--- src/hw/rtl/c2s_pkg.sv ---
`timescale 1ns / 1ps
package c2s_pkg;

   // field widths
   localparam int COORD_W    = 32;
   localparam int ANGLE_FRAC = 16;
   localparam int RADIUS_W   = COORD_W + 1;
   localparam int LAT_W      = ANGLE_FRAC + 8;
   localparam int LON_W      = ANGLE_FRAC + 10;
   localparam int SIN_W      = 32;
   localparam int COS_LAT_W  = 31;
   localparam int TOP_W      = $clog2(COORD_W);

   // internal widths
   localparam int NORM_W     = 31;
   localparam int NORM_MSB   = 30;
   localparam int SQ_W       = 64;
   localparam int ROOT_W     = 32;
   localparam int Q_W        = 31;
   localparam int XY_W       = 60;
   localparam int Z_W        = 64;
   localparam int ZC_W       = 61;
   localparam int K_W        = 38;
   localparam int OPD_SHIFT  = 26;
   localparam int DEG_SHIFT  = 92 - ANGLE_FRAC;
   localparam int SUM_W      = 100;

   // stage counts
   localparam int CORDIC_STEPS = 40;
   localparam int FRONT_LAT    = 5;
   localparam int SQRT_LAT     = ROOT_W;
   localparam int DIV_LAT      = Q_W;
   localparam int ANGLE_LAT    = CORDIC_STEPS + 3;
   localparam int PIPE_LAT     = FRONT_LAT + SQRT_LAT + DIV_LAT + ANGLE_LAT + 1;

   // constants
   localparam logic [Z_W-1:0] PI_4_Q60    = 64'h0C90FDAA22168C23;
   localparam logic [Z_W-1:0] QUARTER_Q60 = PI_4_Q60 << 1;
   localparam logic [K_W-1:0] RAD2DEG_Q32 = 38'd246083499208;
   localparam logic signed [LON_W-1:0] HALF_TURN = LON_W'(180 * (2 ** ANGLE_FRAC));

   typedef logic [CORDIC_STEPS-1:0][Z_W-1:0] angle_tab_type;

   typedef struct packed {
      logic neg_x;
      logic neg_y;
      logic neg_z;
      logic origin;
      logic polar;
   } side_type;

   // index of the highest set bit
   function automatic logic [TOP_W-1:0] msb_index(input logic [COORD_W-1:0] v);
      logic [TOP_W-1:0] top;
      top = '0;
      for (int b = 0; b < COORD_W; b++) begin
         if (v[b]) top = TOP_W'(b);
      end
      return top;
   endfunction

   // atan(2^-i) in q60, truncated arctangent series, long division by shift and subtract
   function automatic angle_tab_type build_angle_tab();
      angle_tab_type    tab;
      logic signed [Z_W-1:0] acc;
      logic [Z_W-1:0]   quo;
      logic [Z_W-1:0]   rem;
      logic [Z_W-1:0]   dv;
      int               e;
      tab = '0;
      tab[0] = PI_4_Q60;
      for (int i = 1; i < CORDIC_STEPS; i++) begin
         acc = '0;
         for (int k = 0; i * (2 * k + 1) <= 60; k++) begin
            e   = i * (2 * k + 1);
            dv  = Z_W'(2 * k + 1);
            quo = '0;
            rem = '0;
            for (int b = 60 - e; b >= 0; b--) begin
               rem = (rem << 1) | ((b == 60 - e) ? Z_W'(1) : Z_W'(0));
               if (rem >= dv) begin
                  rem    = rem - dv;
                  quo[b] = 1'b1;
               end
            end
            if (k % 2 == 1) acc = acc - $signed(quo);
            else acc = acc + $signed(quo);
         end
         tab[i] = acc;
      end
      return tab;
   endfunction

   localparam angle_tab_type ANGLE_TAB = build_angle_tab();

endpackage

--- src/hw/rtl/c2s_div.sv ---
`timescale 1ns / 1ps
module c2s_div (
   input  logic                       clock,
   input  logic                       en,
   input  logic [c2s_pkg::ROOT_W-1:0] num_in,
   input  logic [c2s_pkg::ROOT_W-1:0] den_in,
   output logic [c2s_pkg::Q_W-1:0]    quo_out
);
   import c2s_pkg::*;

   localparam int REM_W = ROOT_W + 1;

   logic [REM_W-1:0]  rem_ff [Q_W];
   logic [ROOT_W-1:0] den_ff [Q_W];
   logic [Q_W-1:0]    quo_ff [Q_W];
   logic [REM_W-1:0]  rem_in [Q_W];
   logic [ROOT_W-1:0] den_in_s [Q_W];
   logic [Q_W-1:0]    quo_in [Q_W];

   // restoring division, numerator scaled by 2^30, one quotient bit per stage
   always_comb begin
      logic [REM_W-1:0]  rem_prev;
      logic [REM_W-1:0]  diff;
      logic [ROOT_W-1:0] den_prev;
      logic [Q_W-1:0]    quo_prev;
      logic              ge;
      for (int g = 0; g < Q_W; g++) begin
         if (g == 0) begin
            rem_prev = {1'b0, num_in};
            den_prev = den_in;
            quo_prev = '0;
         end else begin
            rem_prev = rem_ff[g-1];
            den_prev = den_ff[g-1];
            quo_prev = quo_ff[g-1];
         end
         ge   = rem_prev >= {1'b0, den_prev};
         diff = ge ? rem_prev - {1'b0, den_prev} : rem_prev;
         rem_in[g]   = diff << 1;
         den_in_s[g] = den_prev;
         quo_in[g]   = {quo_prev[Q_W-2:0], ge};
      end
   end

   always_ff @(posedge clock) begin
      if (en) begin
         rem_ff <= rem_in;
         den_ff <= den_in_s;
         quo_ff <= quo_in;
      end
   end

   assign quo_out = quo_ff[Q_W-1];

endmodule

--- config.mk ---
export PLATFORM = sky130hd
export DESIGN_NAME = c2s_div
export DESIGN_NICKNAME = d
export VERILOG_FILES = /design/src/hw/rtl/c2s_pkg.sv /design/src/hw/rtl/c2s_div.sv
export SDC_FILE = /design/constraint.sdc
export NUM_CORES = 2
export LEC_CHECK = 0
export BUFFER_PORTS_ARGS = -buffer_cell sky130_fd_sc_hd__buf_2
export CAP_MARGIN = 30
export CORE_MARGIN = 2
export CORE_UTILIZATION = 65
export DETAILED_ROUTE_END_ITERATION = 7
export GPL_TIMING_DRIVEN = 1
export PLACE_DENSITY = 0.81
export SLEW_MARGIN = 20
export SYNTH_ARGS = -nofsm -noshare
export SYNTH_HDL_FRONTEND = slang
export SYNTH_SLANG_ARGS = --single-unit
--- constraint.sdc ---
create_clock -name clock -period 10.7 [get_ports clock]
set_input_delay 2.14 -clock clock [delete_from_list [all_inputs] [get_ports clock]]
set_output_delay 2.14 -clock clock [all_outputs]
set_load 0.005 [all_outputs]
==> results by group <==
Run status
  • Outcome: complete, no violations

Floorplanning
  • Die area: 214000 µm²
  • Die Y: 462 µm
  • Die width: approximately 460 µm
  • Starting Density: 0.653
  • Core area: 209000 µm²
  • Ports: 97
  • FP Rows: 168

Synthesis
  • Yosys synthesis warning count: 0
  • Post-synth EDFFs: 2416
  • Register area share after synthesis: 0.531
  • Syn nets: 13100
  • Syn Inst Count: 12000
  • Synth Area per Inst: 11.4 µm²
  • Post-synthesis register bit count: 2416
  • Ys async rst share: 0
  • Synthesized area: around 140000 µm²
  • Most used DFF post-synth: edfxtp_1
  • Synth unique cells: 101

Timing
  • Slew @ Worst Pin: 1.07 ns
  • Ratio of final minimum period to clock period: 0.484
  • Worst Skew: roughly 0.064 ns
  • Max Clk Rate: 0.193 GHz
  • Final Setup Violations: 0
  • Final Hold Fails: 0
  • RSZ-0062 raised after global routing: no
  • Fin. max-slew vios: 0
  • Tmin final: 5.18 ns
  • Fin worst setup slack: between 5 and 6 ns
  • Total negative setup slack: 0 ns
  • Worst relative slew slack: 0.289

Finish
  • Fin nets: 13200
  • Share of cells above drive strength 1: 0.0909
  • Footprint of the multi-input gates: 58100 µm²
  • Layout area overhead: 8.70%
  • Register Area: about 73000 µm²
  • Filler cells: 14700

Clock network
  • CTS Buffer Depth: 4
  • CTS tree: yes
  • Clk_lat worst skew: ~0.92 ns
  • CTS sink cnt: approximately 2400
  • Post_cts resized: 0
  • CTS H-Tree Depth: 5
  • Post-CTS Hold Buffers: 0
  • Root buf cell: clkbuf_16
  • Number of setup buffers added after CTS: 0
  • Clock transition at path regs: 0.06 ns
  • CTS Buf Count: 278

Placed design
  • Final GP Congestion: 0.960
  • IO buf count: 96
  • Pre-CTS setup slack: roughly 4.7 ns
  • Final HPWL DP: 239000 µm

Pwr
  • Power per cell area: 319 nW/µm²
  • Peak supply drop: 0.225 mV
  • Lkg Pwr: approximately 61 nW

Routing
  • DR WL/cell: 21.4 µm
  • Vias per cell: just over 6
  • Via count: about 93000
  • First-pass DRT Iterations: 6
  • Antenna viol nets, final: 0
  • Total wire length: roughly 320000 µm
  • Initial DRC count: 9074
  • DRC: 0

Setup path
  • Slowest stage delay, CP: 0.49 ns
  • WS Path Type: in -> reg
  • Slowest stage cell, crit path: buf_4
  • Crit-path cells: buf_2, inv_1, ha_1, fa_1, nand2b_1, a21boi_0, o21ai_0, a21oi_1, a31oi_1, nor2b_1, a21boi_0, o21ai_1, a21oi_4, buf_4, mux2_2
  • Worst path most repeated cell: a21boi_0
  • Startpoint types: primary input
  • Crit end category: flip-flop
  • CP arrival: 5.80 ns
  • Crit Path Max Fanout: 60
  • Data required time at the worst endpoint: 11.32 ns

Flow run
  • Max cap viols: 0

GRT
  • Remaining Overflow, GRT: 0
  • First-pass GRT wire length: 504000 µm
  • Initial antenna violation count: 4
  • Overall routing resource usage: 0.297
  • Vias in the first global route: 91600
  • Largest net degree at the start of global routing: about 200

Hold path
  • Hold Crit Class: reg -> reg
worst paths after layout:
kind                             startpoint           to  slack (ns)  cells after the start
worst min register to register  quo_ff[130]  quo_ff[100]        0.41                      0
worst min-delay path            quo_ff[130]  quo_ff[100]        0.41                      0
worst max-delay path              num_in[0]  rem_ff[995]        5.52                     15
worst max register to register  den_ff[673]  rem_ff[666]        6.25                     14
cells in the mapped netlist, drive strengths merged (153+ instances only):
library cell | n | area, µm²
a21o | 611 | 4590
xor2 | 312 | 2730
nand3 | 177 | 891
mux2 | 466 | 5310
nand2 | 680 | 2550
ha | 991 | 12400
edfxtp | 2416 | 72500
o21ai | 674 | 3410
nand4 | 153 | 957
inv | 1231 | 4620
nor2 | 732 | 2750
a21oi | 1085 | 5460
clkbuf | 201 | 757
xnor2 | 522 | 4570
kinds of logic (layout without fill, tap and decap cells):
kind of cell | Yosys count | after routing | share of synthesized area
mux | 486 | 486 | 0.0403
buf+inv | 1561 | 1853 | 0.0452
other cells | 0 | 3 | 0
compound gates | 3231 | 3231 | 0.149
flops | 2416 | 2416 | 0.531
fa+ha+maj | 1021 | 1021 | 0.0951
simple gates | 2475 | 2475 | 0.0859
xor+xnor | 834 | 834 | 0.0535
state kept, by name, indices dropped and copies added, names as in the netlist:
register  flops
den_ff      960
quo_ff      465
quo_out      31
rem_ff      960
metal layers:
layer | vias up | global-route usage | part of all wire
met5 | - | 0 | 0.000074
li1 | 44100 | - | -
met1 | 45100 | 0.377 | 0.40
met2 | 3158 | 0.514 | 0.50
met3 | 838 | 0.0388 | 0.056
met4 | 4 | 0.120 | 0.043
placed cells by master (no fill, tap or decap), types with 281 or more instances in the layout:
| master | count |
|---|---|
| inv_1 | 1230 |
| xnor2_1 | 522 |
| a21oi_1 | 1075 |
| edfxtp_1 | 2416 |
| xor2_1 | 312 |
| a21o_1 | 611 |
| nand2_1 | 679 |
| clkbuf_16 | 281 |
| mux2_2 | 446 |
| nor2_1 | 730 |
| ha_1 | 991 |
| o21ai_0 | 628 |
per-stage QoR:
stage                util  instances  hold slack, ns  total power, mW  area (µm²)
floorplan               -      12000           0.400             32.0      137000
CTS                 0.709      15100           0.414             47.1      148000
finish              0.709      15100           0.413             47.3      149000
detailed placement  0.668      14600           0.405             37.7      140000
global route        0.709      15100           0.416             50.1      149000
global placement    0.668      14600           0.400             37.1      140000
worst max-delay path: cells and delay by family:
family,cells,cell delay (ns)
AOI/OAI and AO/OA,7,1.69
adders and majority gates,2,0.39
buffers and inverters,3,0.65
muxes,1,0.39
and+or+nand+nor,2,0.49
layout make-up:
class | count | area share
Inverter | 1231 | 0.0311
Clock buffer | 327 | 0.0485
Tap cell | 2805 | 0.0236
Sequential cell | 2416 | 0.488
Antenna cell | 3 | 0.0000505
Clock inverter | 146 | 0.00950
Multi-Input combinational cell | 8047 | 0.391
Timing Repair Buffer | 149 | 0.00744
where the power goes:
group,switching [mW],internal (mW),total (mW)
Sequential,1.76,14.2,15.9
Combinational,12.6,9.70,22.3
Clock,3.73,5.41,9.14
Total,18.1,29.3,47.3
Power figures use the tool's default switching activity.
