`config.mk`:
```
export PLATFORM = sky130hd
export DESIGN_NAME = c2s_isqrt
export DESIGN_NICKNAME = d
export VERILOG_FILES = /design/src/hw/rtl/c2s_pkg.sv /design/src/hw/rtl/c2s_isqrt.sv
export SDC_FILE = /design/constraint.sdc
export NUM_CORES = 2
export LEC_CHECK = 0
export BUFFER_PORTS_ARGS = -buffer_cell sky130_fd_sc_hd__clkbuf_2
export CORE_ASPECT_RATIO = 1.4
export CORE_UTILIZATION = 64
export DETAILED_ROUTE_END_ITERATION = 8
export PLACE_DENSITY = 0.77
export REMOVE_ABC_BUFFERS = 1
export SLEW_MARGIN = 20
export SYNTH_ARGS = -nofsm -noshare
export SYNTH_HDL_FRONTEND = slang
export SYNTH_SLANG_ARGS = --single-unit
```
`constraint.sdc`:
```
create_clock -name clock -period 4.2 [get_ports clock]
set_clock_uncertainty 0.2 [all_clocks]
set_input_delay 0.21 -clock clock [delete_from_list [all_inputs] [get_ports clock]]
set_output_delay 0.21 -clock clock [all_outputs]
set_load 0.02 [all_outputs]
```
`src/hw/rtl/c2s_pkg.sv`:
```
`timescale 1ns / 1ps
package c2s_pkg;

   // field widths
   localparam int COORD_W    = 32;
   localparam int ANGLE_FRAC = 16;
   localparam int RADIUS_W   = COORD_W + 1;
   localparam int LAT_W      = ANGLE_FRAC + 8;
   localparam int LON_W      = ANGLE_FRAC + 10;
   localparam int SIN_W      = 32;
   localparam int COS_LAT_W  = 31;
   localparam int TOP_W      = $clog2(COORD_W);

   // internal widths
   localparam int NORM_W     = 31;
   localparam int NORM_MSB   = 30;
   localparam int SQ_W       = 64;
   localparam int ROOT_W     = 32;
   localparam int Q_W        = 31;
   localparam int XY_W       = 60;
   localparam int Z_W        = 64;
   localparam int ZC_W       = 61;
   localparam int K_W        = 38;
   localparam int OPD_SHIFT  = 26;
   localparam int DEG_SHIFT  = 92 - ANGLE_FRAC;
   localparam int SUM_W      = 100;

   // stage counts
   localparam int CORDIC_STEPS = 40;
   localparam int FRONT_LAT    = 5;
   localparam int SQRT_LAT     = ROOT_W;
   localparam int DIV_LAT      = Q_W;
   localparam int ANGLE_LAT    = CORDIC_STEPS + 3;
   localparam int PIPE_LAT     = FRONT_LAT + SQRT_LAT + DIV_LAT + ANGLE_LAT + 1;

   // constants
   localparam logic [Z_W-1:0] PI_4_Q60    = 64'h0C90FDAA22168C23;
   localparam logic [Z_W-1:0] QUARTER_Q60 = PI_4_Q60 << 1;
   localparam logic [K_W-1:0] RAD2DEG_Q32 = 38'd246083499208;
   localparam logic signed [LON_W-1:0] HALF_TURN = LON_W'(180 * (2 ** ANGLE_FRAC));

   typedef logic [CORDIC_STEPS-1:0][Z_W-1:0] angle_tab_type;

   typedef struct packed {
      logic neg_x;
      logic neg_y;
      logic neg_z;
      logic origin;
      logic polar;
   } side_type;

   // index of the highest set bit
   function automatic logic [TOP_W-1:0] msb_index(input logic [COORD_W-1:0] v);
      logic [TOP_W-1:0] top;
      top = '0;
      for (int b = 0; b < COORD_W; b++) begin
         if (v[b]) top = TOP_W'(b);
      end
      return top;
   endfunction

   // atan(2^-i) in q60, truncated arctangent series, long division by shift and subtract
   function automatic angle_tab_type build_angle_tab();
      angle_tab_type    tab;
      logic signed [Z_W-1:0] acc;
      logic [Z_W-1:0]   quo;
      logic [Z_W-1:0]   rem;
      logic [Z_W-1:0]   dv;
      int               e;
      tab = '0;
      tab[0] = PI_4_Q60;
      for (int i = 1; i < CORDIC_STEPS; i++) begin
         acc = '0;
         for (int k = 0; i * (2 * k + 1) <= 60; k++) begin
            e   = i * (2 * k + 1);
            dv  = Z_W'(2 * k + 1);
            quo = '0;
            rem = '0;
            for (int b = 60 - e; b >= 0; b--) begin
               rem = (rem << 1) | ((b == 60 - e) ? Z_W'(1) : Z_W'(0));
               if (rem >= dv) begin
                  rem    = rem - dv;
                  quo[b] = 1'b1;
               end
            end
            if (k % 2 == 1) acc = acc - $signed(quo);
            else acc = acc + $signed(quo);
         end
         tab[i] = acc;
      end
      return tab;
   endfunction

   localparam angle_tab_type ANGLE_TAB = build_angle_tab();

endpackage

```
`src/hw/rtl/c2s_isqrt.sv`:
```
`timescale 1ns / 1ps
module c2s_isqrt (
   input  logic                       clock,
   input  logic                       en,
   input  logic [c2s_pkg::SQ_W-1:0]   rad_in,
   output logic [c2s_pkg::ROOT_W-1:0] root_out
);
   import c2s_pkg::*;

   localparam int REM_W = ROOT_W + 2;

   logic [REM_W-1:0]  rem_ff  [ROOT_W];
   logic [ROOT_W-1:0] root_ff [ROOT_W];
   logic [SQ_W-1:0]   num_ff  [ROOT_W];
   logic [REM_W-1:0]  rem_in  [ROOT_W];
   logic [ROOT_W-1:0] root_in [ROOT_W];
   logic [SQ_W-1:0]   num_in  [ROOT_W];

   // one root bit per stage, two radicand bits brought down each time
   always_comb begin
      logic [REM_W-1:0]  rem_prev;
      logic [REM_W-1:0]  rem_try;
      logic [REM_W-1:0]  trial;
      logic [ROOT_W-1:0] root_prev;
      logic [SQ_W-1:0]   num_prev;
      for (int g = 0; g < ROOT_W; g++) begin
         if (g == 0) begin
            rem_prev  = '0;
            root_prev = '0;
            num_prev  = rad_in;
         end else begin
            rem_prev  = rem_ff[g-1];
            root_prev = root_ff[g-1];
            num_prev  = num_ff[g-1];
         end
         rem_try = {rem_prev[REM_W-3:0], num_prev[SQ_W-1 -: 2]};
         trial   = {root_prev, 2'b01};
         if (rem_try >= trial) begin
            rem_in[g]  = rem_try - trial;
            root_in[g] = {root_prev[ROOT_W-2:0], 1'b1};
         end else begin
            rem_in[g]  = rem_try;
            root_in[g] = {root_prev[ROOT_W-2:0], 1'b0};
         end
         num_in[g] = num_prev << 2;
      end
   end

   always_ff @(posedge clock) begin
      if (en) begin
         rem_ff  <= rem_in;
         root_ff <= root_in;
         num_ff  <= num_in;
      end
   end

   assign root_out = root_ff[ROOT_W-1];

endmodule

```
==> results.yml <==
hold_path:
  hp-class: "reg2reg"
  hold_path_depth: 0
  worstHoldStart: "num_ff[1456]"
  holdPathEnd: "num_ff[1394]"
yosys:
  synth_area_mm2: 0.1144
  synth_edf_count: 2454
  syn_avg_cell_area_um2: 12.98
  synth_warnings: 0
  synth_top_flop_cell: "edfxtp_1"
  postSynthCellCount: 8812
  synthDistinctLibCells: 90
  yosysSeqAreaShare_pct: 64.44
  synth-async-reset-ratio_pct: 0
  ys_seq_elements: 2454
flow_run:
  drv_cap: 0
cts:
  root_buffer: "clkbuf_16"
  cts.sinks: 2454
  insertion_delay_ns: 0.88
  clk_pin_slew_worst_paths_ns: 0.07
  cts_buffers: 220
  clk_path_buf_depth: 3
  htree_levels: 4
  cts_tree: "done"
  postCtsSetupBuffers: 0
critical_path:
  r2r-start: "rem_ff[612]"
  cp_slowest_stage_delay_ns: 0.66
  startpoint_type: "register"
  cp_num_buf_inv: 0
  critical_path.slowest_cell: "or4_1"
  critical_path_class: "reg2reg"
  cp-end-kind: "register"
  cp_common_cell: "o21a_1"
  reg2reg_depth: 10
  required_ns: 4.55
  cpLargestDelayFamily: "compound AO/OA/AOI/OAI gates"
  reg2reg_to: "rem_ff[599]"
  reg2reg_slack_ns: 0.28
  cp_data_arrival_time_ns: 4.27
  path_cells: "ha_1 > o21a_1 > o21a_1 > o21ai_0 > a31oi_1 > a21boi_0 > nor4b_1 > or4_1 > nor4_1 > xor2_1"
  cp_max_fo: 8
pwr:
  peakVddDrop_v: 0.0004633
  leakagePower_uw: 0.04905
  design_power_total_uw: 69920
  powerDensity_mw_per_mm2: 549.6
floorplan:
  coreArea_mm2: 0.1775
  rows: 183
  die_x_um: 359.3
  io_pins: 98
  start_util_pct: 64.45
  die_h_um: 502.2
  die_area_mm2: 0.1804
finish:
  area_growth_pct: 11.25
  nFillCells: 11740
  fin_area_mm2: 0.1272
  layout.nets: 9851
  drive_gt1_share_pct: 8.239
detailed_routing:
  vias: 69630
  drtAntennaViolNets: 0
  viasPerCell: 5.940
  firstDrtPassIters: 6
  route.detailed.drc: 0
  detail_route.iter0.violations: 4807
  wl_per_cell_um: 20.77
  drt_wl_total_um: 243500
place:
  numPortBuffers: 97
  place_area_mm2: 0.1186
  dp_hpwl_um: 174500
  place.gp.congestion: 0.9313
global_route:
  antenna_found_initial: 5
  track_usage_pct: 26.94
  grt_pass1_wl_um: 378600
  grt_max_degree: 132
  first_global_vias: 70280
  overflow: 0
timing:
  whs_ns: 0.1811
  finalHoldViolCount: 0
  slew_headroom_pct: 28.33
  maxSlewViolCount: 0
  period_needed_ns: 3.920
  period_share_pct: 93.33
  rsz0062_at_grt: "no"
  max_slew.worst_pin.slew_ns: 1.075
  fmax_mhz: 255.1
  final-setup-viol-count: 0
run_status:
  outcome: "finished, final reports clean"
-- worst max-delay path by stage --
| stage | slack [ns] | depth (start not counted) | end | from |
|---|---|---|---|---|
| final | 0.28 | 10 | rem_ff[599] | rem_ff[612] |
| after global routing | 0.08 | 9 | rem_ff[877] | rem_ff[902] |
| after CTS | 0.20 | 10 | rem_ff[600] | rem_ff[630] |
| after detailed placement | 0.20 | 10 | rem_ff[600] | rem_ff[630] |
| after global placement | 0.24 | 10 | rem_ff[598] | rem_ff[630] |
| after floorplan | -2.41 | 7 | rem_ff[302] | rem_ff[324] |
-- cell families after synthesis --
group | count (synthesis) | synth area share, %
flip-flops | 2454 | 64.44
AND/OR/NAND/NOR | 2198 | 9.501
AO/OA/AOI/OAI | 1765 | 9.466
buffers and inverters | 907 | 3.097
XOR/XNOR | 798 | 6.111
adder cells (fa/ha/maj) | 564 | 6.170
multiplexers | 125 | 1.215
other | 1 | 0.003279
-- state kept, by name, summed over array words and instances, names as in the netlist --
register / count
root_out: 32
rem_ff: 934
root_ff: 496
num_ff: 992
-- area by class of cell --
class,count,area [um^2],area share (%)
diodes,2,5.005,0.003934
clock buffers,257,5644,4.436
clock inverters,151,1673,1.315
inverters,699,2624,2.062
multi-input cells,5451,37180,29.23
flip-flops and latches,2454,73690,57.92
well taps,2312,2893,2.274
repair buffers,395,3513,2.762
-- worst reg2reg max path, stage by stage, from the launching register on --
cell	delay, ns
edfxtp_1	0.41
ha_1	0.38
o21a_1	0.15
o21a_1	0.20
o21ai_0	0.40
a31oi_1	0.24
a21boi_0	0.43
nor4b_1	0.15
or4_1	0.66
nor4_1	0.31
xor2_1	0.11
-- cells in the final DEF (no fill, tap or decap), drive strengths merged, types with 44 or more instances in the layout --
cell         instances
a211oi              47
a21o               204
a21oi              604
a31oi               55
buf                169
clkbuf             353
clkinv             109
dlygate4sd3        130
edfxtp            2454
ha                 564
inv                706
mux2               111
nand2              561
nand2b             101
nand3              120
nand4              121
nor2               549
nor2b               66
nor3               220
nor4               109
o21a               103
o21ai              441
o21bai              54
o31ai               44
or3                 79
or4                 55
xnor2              393
xor2               405
-- report_power, final --
part,total (uW),internal [uW],switching [uW]
combinational,16300,6880,9380
clock,20100,11100,8980
sequential,33500,31200,2300
-- routing by layer --
layer / track usage [%] / vias up / part of all wire, %
li1: - / 33340 / -
met1: 29.18 / 33870 / 37
met2: 51.28 / 1814 / 54
met3: 3.032 / 608 / 3.6
met4: 14.22 / 0 / 5.5
met5: 0 / - / 0
-- Yosys cell counts (all sizes together) (111+ instances only) --
master	count	area [um^2]
edfxtp	2454	73690
inv	698	2620
a21oi	604	3034
ha	564	7057
nand2	561	2106
nor2	549	2061
o21ai	441	2211
xor2	405	3547
xnor2	393	3442
nor3	220	1106
a21o	204	1531
clkbuf	148	555.5
nand4	121	757.0
nand3	120	600.6
mux2	111	1250
-- per-stage QoR --
step | util, % | setup WS (ns) | TNS (ns) | instances
4_1_cts | 71.68 | 0.1996 | 0 | 11720
3_5_place_dp | 66.83 | 0.2012 | 0 | 11180
6_report | 71.70 | 0.2801 | 0 | 11720
2_1_floorplan | - | -2.407 | -135.28 | 8604
3_3_place_gp | 66.83 | 0.2375 | 0 | 11180
5_1_grt | 71.69 | 0.08199 | 0 | 11720
-- timing repair --
action                                  4_1_cts  5_1_grt
endpoints found under the hold margin       360        1
resized for setup                             0        1
endpoints found under the setup margin        0        7
hold buffers                                129        1
(Power assumes the default switching activity.)
